--- src/rtl/core/segment_intersection_unit_defines.svh ---
// ----------------------------------------------------------------------------
// segment intersection unit assertion macros
// shared property shorthands for the rtl files that check themselves
// ----------------------------------------------------------------------------
`ifndef SEGMENT_INTERSECTION_UNIT_DEFINES_SVH
`define SEGMENT_INTERSECTION_UNIT_DEFINES_SVH

// same-cycle implication, sampled on clk, off during reset
`define SIU_ASSERT_NOW(lbl, ante, cons, msg) \
    lbl: assert property (@(posedge clk) disable iff (!rst_n) (ante) |-> (cons)) \
        else $error(msg);

// next-cycle implication, sampled on clk, off during reset
`define SIU_ASSERT_NEXT(lbl, ante, cons, msg) \
    lbl: assert property (@(posedge clk) disable iff (!rst_n) (ante) |=> (cons)) \
        else $error(msg);

`endif

--- src/rtl/core/siu_pkg.sv ---
// ----------------------------------------------------------------------------
// siu_pkg
// shared types of the segment intersection unit
// ----------------------------------------------------------------------------
package siu_pkg;

    // control that travels beside each pipeline word
    typedef struct packed {
        logic valid;
        logic hit;
    } ctl_t;

endpackage

--- src/rtl/core/siu_frac_div.sv ---
// ----------------------------------------------------------------------------
// siu_frac_div
// pipelined restoring divider, floor(num * 2^FRAC / den), one bit per stage
// ----------------------------------------------------------------------------
module siu_frac_div #(
    parameter int NW     = 35,
    parameter int FRAC   = 16,
    parameter int SIDE_W = 66
) (
    input  logic                clk,
    input  logic                rst_n,
    input  siu_pkg::ctl_t       in_ctl,
    output logic                in_ready,
    input  logic [NW-1:0]       num,
    input  logic [NW-1:0]       den,
    input  logic [SIDE_W-1:0]   in_side,
    output siu_pkg::ctl_t       out_ctl,
    input  logic                out_ready,
    output logic [FRAC:0]       quo,
    output logic [SIDE_W-1:0]   out_side
);
    localparam int NST = FRAC + 1;

    siu_pkg::ctl_t     ctl_reg  [NST];
    logic [NW-1:0]     rem_reg  [NST];
    logic [NW-1:0]     den_reg  [NST];
    logic [FRAC:0]     q_reg    [NST];
    logic [SIDE_W-1:0] side_reg [NST];
    logic [NST:0]      rdy;

    assign rdy[NST] = out_ready;

    genvar k;
    generate
        for (k = 0; k < NST; k++) begin : g_stage
            assign rdy[k] = !ctl_reg[k].valid || rdy[k+1];

            if (k == 0) begin : g_first
                logic ge;
                assign ge = (num >= den);

                always_ff @(posedge clk or negedge rst_n)
                begin
                    if (!rst_n)
                        ctl_reg[k] <= '0;
                    else if (rdy[k])
                        ctl_reg[k] <= in_ctl;
                end

                always_ff @(posedge clk)
                begin
                    if (rdy[k])
                    begin
                        rem_reg[k]  <= ge ? (num - den) : num;
                        den_reg[k]  <= den;
                        q_reg[k]    <= {{FRAC{1'b0}}, ge};
                        side_reg[k] <= in_side;
                    end
                end
            end else begin : g_next
                logic [NW:0] sh;
                logic [NW:0] dn;
                logic        ge;
                assign sh = {rem_reg[k-1], 1'b0};
                assign dn = {1'b0, den_reg[k-1]};
                assign ge = (sh >= dn);

                always_ff @(posedge clk or negedge rst_n)
                begin
                    if (!rst_n)
                        ctl_reg[k] <= '0;
                    else if (rdy[k])
                        ctl_reg[k] <= ctl_reg[k-1];
                end

                always_ff @(posedge clk)
                begin
                    if (rdy[k])
                    begin
                        rem_reg[k]  <= ge ? NW'(sh - dn) : NW'(sh);
                        den_reg[k]  <= den_reg[k-1];
                        q_reg[k]    <= {q_reg[k-1][FRAC-1:0], ge};
                        side_reg[k] <= side_reg[k-1];
                    end
                end
            end
        end
    endgenerate

    assign in_ready = rdy[0];
    assign out_ctl  = ctl_reg[NST-1];
    assign quo      = q_reg[NST-1];
    assign out_side = side_reg[NST-1];

endmodule
--- config.mk ---
export PLATFORM = sky130hd
export DESIGN_NAME = siu_frac_div
export DESIGN_NICKNAME = d
export VERILOG_FILES = /design/src/rtl/core/segment_intersection_unit_defines.svh /design/src/rtl/core/siu_pkg.sv /design/src/rtl/core/siu_frac_div.sv
export SDC_FILE = /design/constraint.sdc
export NUM_CORES = 2
export LEC_CHECK = 0
export BUFFER_PORTS_ARGS = -buffer_cell sky130_fd_sc_hd__buf_2
export CORE_MARGIN = 5
export CORE_UTILIZATION = 54
export DETAILED_ROUTE_END_ITERATION = 8
export PLACE_DENSITY = 0.7
export SYNTH_ARGS = -nofsm -noshare
export SYNTH_HDL_FRONTEND = slang
export SYNTH_SLANG_ARGS = --single-unit
export TNS_END_PERCENT = 100
--- constraint.sdc ---
create_clock -name clk -period 49.2 [get_ports clk]
set_input_delay 9.84 -clock clk [delete_from_list [all_inputs] [get_ports clk]]
set_output_delay 9.84 -clock clk [all_outputs]
set_load 0.02 [all_outputs]
-- Yosys cells after proc, flatten, opt, wreduce, memory -nomap -nowiden
Memory sizes are Yosys's and may differ from the RTL's.
Index checks and enable logic that the tools add are counted.
- bits in registers: 34
- bits in latches: 0
- RAM bits: 2601
- memory bits (read-only): 0
- input port bits: 141
- logic and storage cells: 157
- memories kept: 4
- add/subtract/negate cells: 17
- multipliers: 0
- div/mod/pow operators: 0
- $lt $le $gt $ge: 17
- eq/ne operators: 0
- shift operators: 0
- mux-type cells: 51
- bitwise gates (word level): 0
- reductions and logical operators: 34
- memories (memory ; words ; bits a word ; rd ports ; clocked after memory_dff ; write ports ; RTL line ; text):
    side_reg ; 17 ; 66 ; 17 ; 0 ; 17 ; siu_frac_div.sv:28 ; logic [SIDE_W-1:0] side_reg [NST];
    den_reg ; 17 ; 35 ; 16 ; 0 ; 17 ; siu_frac_div.sv:26 ; logic [NW-1:0] den_reg [NST];
    rem_reg ; 17 ; 35 ; 16 ; 0 ; 17 ; siu_frac_div.sv:25 ; logic [NW-1:0] rem_reg [NST];
    q_reg ; 17 ; 17 ; 17 ; 0 ; 17 ; siu_frac_div.sv:27 ; logic [FRAC:0] q_reg [NST];
- operators by type and width (kind ; count):
    2-to-1 mux 35 bit ; 17
    subtractor 35 bit ; 17
    >= comparator 36 x 35 -> 1 bit ; 16
    >= comparator 35 bit ; 1
    2-to-1 mux 1 bit ; 34
    zero test 1 bit ; 17
    logical OR 1 bit ; 17

-- Longest topological paths before layout
- word-level depth: 20
- gate-level depth with buffers: 16
- depth with buffers taken out: 14

-- Least setup slack after synthesis
Ideal clock, no wire load.
- path kind: input to output
- from: input out_ready
- to: output in_ready
- data arrival time: 21.075 ns
- data required time: 39.360 ns
- setup slack: 18.285 ns
- stages on the path: 9
- path through: nor2b_1 -> nand2_1 -> nor2_1 -> and2_1 -> inv_1 -> nor3_1 -> and2_1 -> and3_1 -> nand3_1
- word-level cells in the longest chain between the ends: 17
- ends and longest elaborated chain (element ; RTL line ; text):
    from (decl) ; siu_frac_div.sv:18 ; input logic out_ready,
    logical OR 1 bit (2 in a row) ; siu_frac_div.sv:36 ; assign rdy[k] = !ctl_reg[k].valid || rdy[k+1];
    via rdy[15] ; siu_frac_div.sv:29 ; logic [NST:0] rdy;
    logical OR 1 bit (4 in a row) ; siu_frac_div.sv:36 ;
    via rdy[11] ; siu_frac_div.sv:29 ;
    logical OR 1 bit (11 in a row) ; siu_frac_div.sv:36 ;
    to (decl) ; siu_frac_div.sv:13 ; output logic in_ready,
The timed path passes the listed nets, and every way through them passes these cells.

-- Worst setup path after layout
Same ends and word-level chain as after synthesis.

==> run metrics <==
total CTS buffers=238; Area growth syn-to-layout=11.19%; RR Endpoint=rem_reg[0][50]; Warnings, synthesis=0; wirelength, routed=212900 µm; post-synthesis cell type count=95; clock slew at reported path FFs=0.06 ns; initial antenna violation count=7; Core Box Area=202500 µm²; max_cap viols=0; maximum fanout along the worst path=81; CTS tree=yes; Yosys top cell by area=edfxtp_1; status=finished, final reports clean; worst min path class=reg2reg; setup_tns=0 ns; Routed wire per std cell=18.96 µm; Worst slew margin=0.1842; sequential share of the synthesized area=0.6610; CTS Sinks=2429; first-pass GRT wire length=340100 µm; Largest register FFs=1122; Finished Layout Cells=11230; DRC Markers=0; Worst-Skew Late Latency=0.89 ns; Final GP Congestion=0.9239; fin util=0.6044; Starting Density=0.5436; Leak=49.83 nW; critical path endpoint=in_ready; IO Port Bufs=226; pin count of the biggest net entering global routing=82; gr ovfl total=0; die area=213000 µm²; ys flop type=edfxtp_1; Final #Nets=9088; hpwl dp=152300 µm; placed cell area=114400 µm²; # H-tree levels=4; post-place setup slack=24.80 ns; Post-synth top cells=edfxtp_1 (2395), inv_1 (770), ha_1 (594), a21oi_1 (513), nand2_1 (470); Routed Antenna Nets=0; most common cell in the synthesized netlist=edfxtp_1; row count=165; Worst Setup Start Kind=input port; mapped cell area=110100 µm²; DIE HEIGHT=461.5 µm; DR iter-0 viols=3411; Max Buffers Root-to-Sink=3; num ports=227; R2R setup slack=43.20 ns; ranking of synthesized cells by area=edfxtp_1 (65%), ha_1 (6.8%), mux2_2 (2.8%); Slew Viols, Final=0; count of final setup violators=0; Final Instance Area=122400 µm²; EDFF count, synth=2395; clock skew=0.07804 ns; worst r2r src=out_ctl[1]; DRT Pass-1 Iters=6; max frequency=41.15 MHz; Synth Net Count=8725; hold_buf cts=0; Hold Fails Final Rpt=0; Crit Path Category=in2out; Synth Instances=7974; Synth Register Bits=2429; R2R cell count=10; crit path time final=24.30 ns; gr usage total=0.2018; top-area cell type share of the netlist area=0.6533; setup bufs post-CTS=0; Vias=61760; Root Driver=clkbuf_16; vias in the first global route=64380; Data arrival, critical path=14.46 ns; slew at the pin closest to its max-slew limit=1.224 ns; crit end category=primary output; dpl cells=10770; RSZ-0062 raised after global routing=no; ys async rst share=0.01400; Final WS setup=24.90 ns; share of layout cells above drive strength 1=0.1182; Mean Syn Cell Area=13.81 µm²; final worst path period share=0.4939; Die X=461.5 µm; Pwr Density=66.73 nW/µm²; worst endpoint required time=39.36 ns; drt via density=5.500; worst setup path start=out_ready; cts repair resizes=0; Peak VDD IR=0.04410 mV
placed cells by master, fill, tap and decap left out, types with 40 or more instances in the layout:
cell type and instances:
mux2_2 276, buf_2 226, o21ai_0 407, inv_1 763
clkbuf_1 40, a211oi_1 40, edfxtp_1 2395, a21o_1 330
clkinv_1 61, nor2_1 310, nand2b_1 99, clkbuf_16 241
o31ai_1 43, o21bai_1 74, a31oi_1 70, nand4_1 77
ha_1 594, xor2_1 180, nand3_1 107, buf_4 49
xnor2_1 283, nand2_1 463, o21a_1 63, clkinv_2 43
and3_1 71, nor2b_1 97, nor3_1 62, a21oi_1 512
worst max-delay path, cell delays in order:
cell	delay, ns
buf_2	0.10
nor2b_1	0.51
nand2_4	0.47
nor2_1	0.49
and2_1	0.44
inv_6	0.33
nor3_1	0.68
and2_1	0.42
and3_1	0.45
nand3_4	0.38
buf_2	0.30
how the worst min path moves through the flow:
stage,startpoint,cells past startpoint,endpoint
final,side_reg[0][446],0,side_reg[0][512]
after global routing,side_reg[0][407],0,side_reg[0][473]
after CTS,side_reg[0][108],0,side_reg[0][174]
after detailed placement,q_reg[0][124],0,q_reg[0][142]
after global placement,side_reg[0][518],0,side_reg[0][584]
after floorplan,q_reg[0][85],0,q_reg[0][103]
cell type report:
| cell class | count | area [µm²] |
|---|---|---|
| antenna | 13 | 32.53 |
| clock buffer | 291 | 6319 |
| clock inverter | 156 | 1665 |
| fill | 15210 | 80120 |
| inverter | 774 | 2937 |
| multi-input combinational | 4619 | 33840 |
| sequential | 2429 | 72770 |
| tap | 2672 | 3343 |
| timing repair buffer | 275 | 1499 |
routing by layer:
layer | vias up | wire [µm] | share of wire | global-route usage
met5 | - | 0 | 0 | 0
met4 | 0 | 15010 | 0.070 | 0.1246
met3 | 549 | 7512 | 0.035 | 0.02900
met2 | 1315 | 110400 | 0.52 | 0.3691
met1 | 29580 | 80030 | 0.38 | 0.2208
li1 | 30320 | - | - | -
cells by family after synthesis:
group / synth area share
flops: 0.6610
compound gates: 0.1054
simple gates: 0.06310
buf+inv: 0.03323
fa+ha+maj: 0.07042
xor+xnor: 0.03684
mux: 0.02995
through the flow:
stage,hold slack [ns],power (W)
CTS,0.3872,0.008219
detailed placement,0.4045,0.006361
finish,0.3966,0.008168
global route,0.4023,0.008699
global placement,0.4001,0.006278
floorplan,0.4003,0.005615
report_power, final:
group	internal [W]	total (W)	switching [W]
combinational	0.00135	0.00308	0.00174
sequential	0.00302	0.00327	0.000247
clock	0.00105	0.00181	0.000762
No activity file was read; power rests on OpenSTA's default activity.
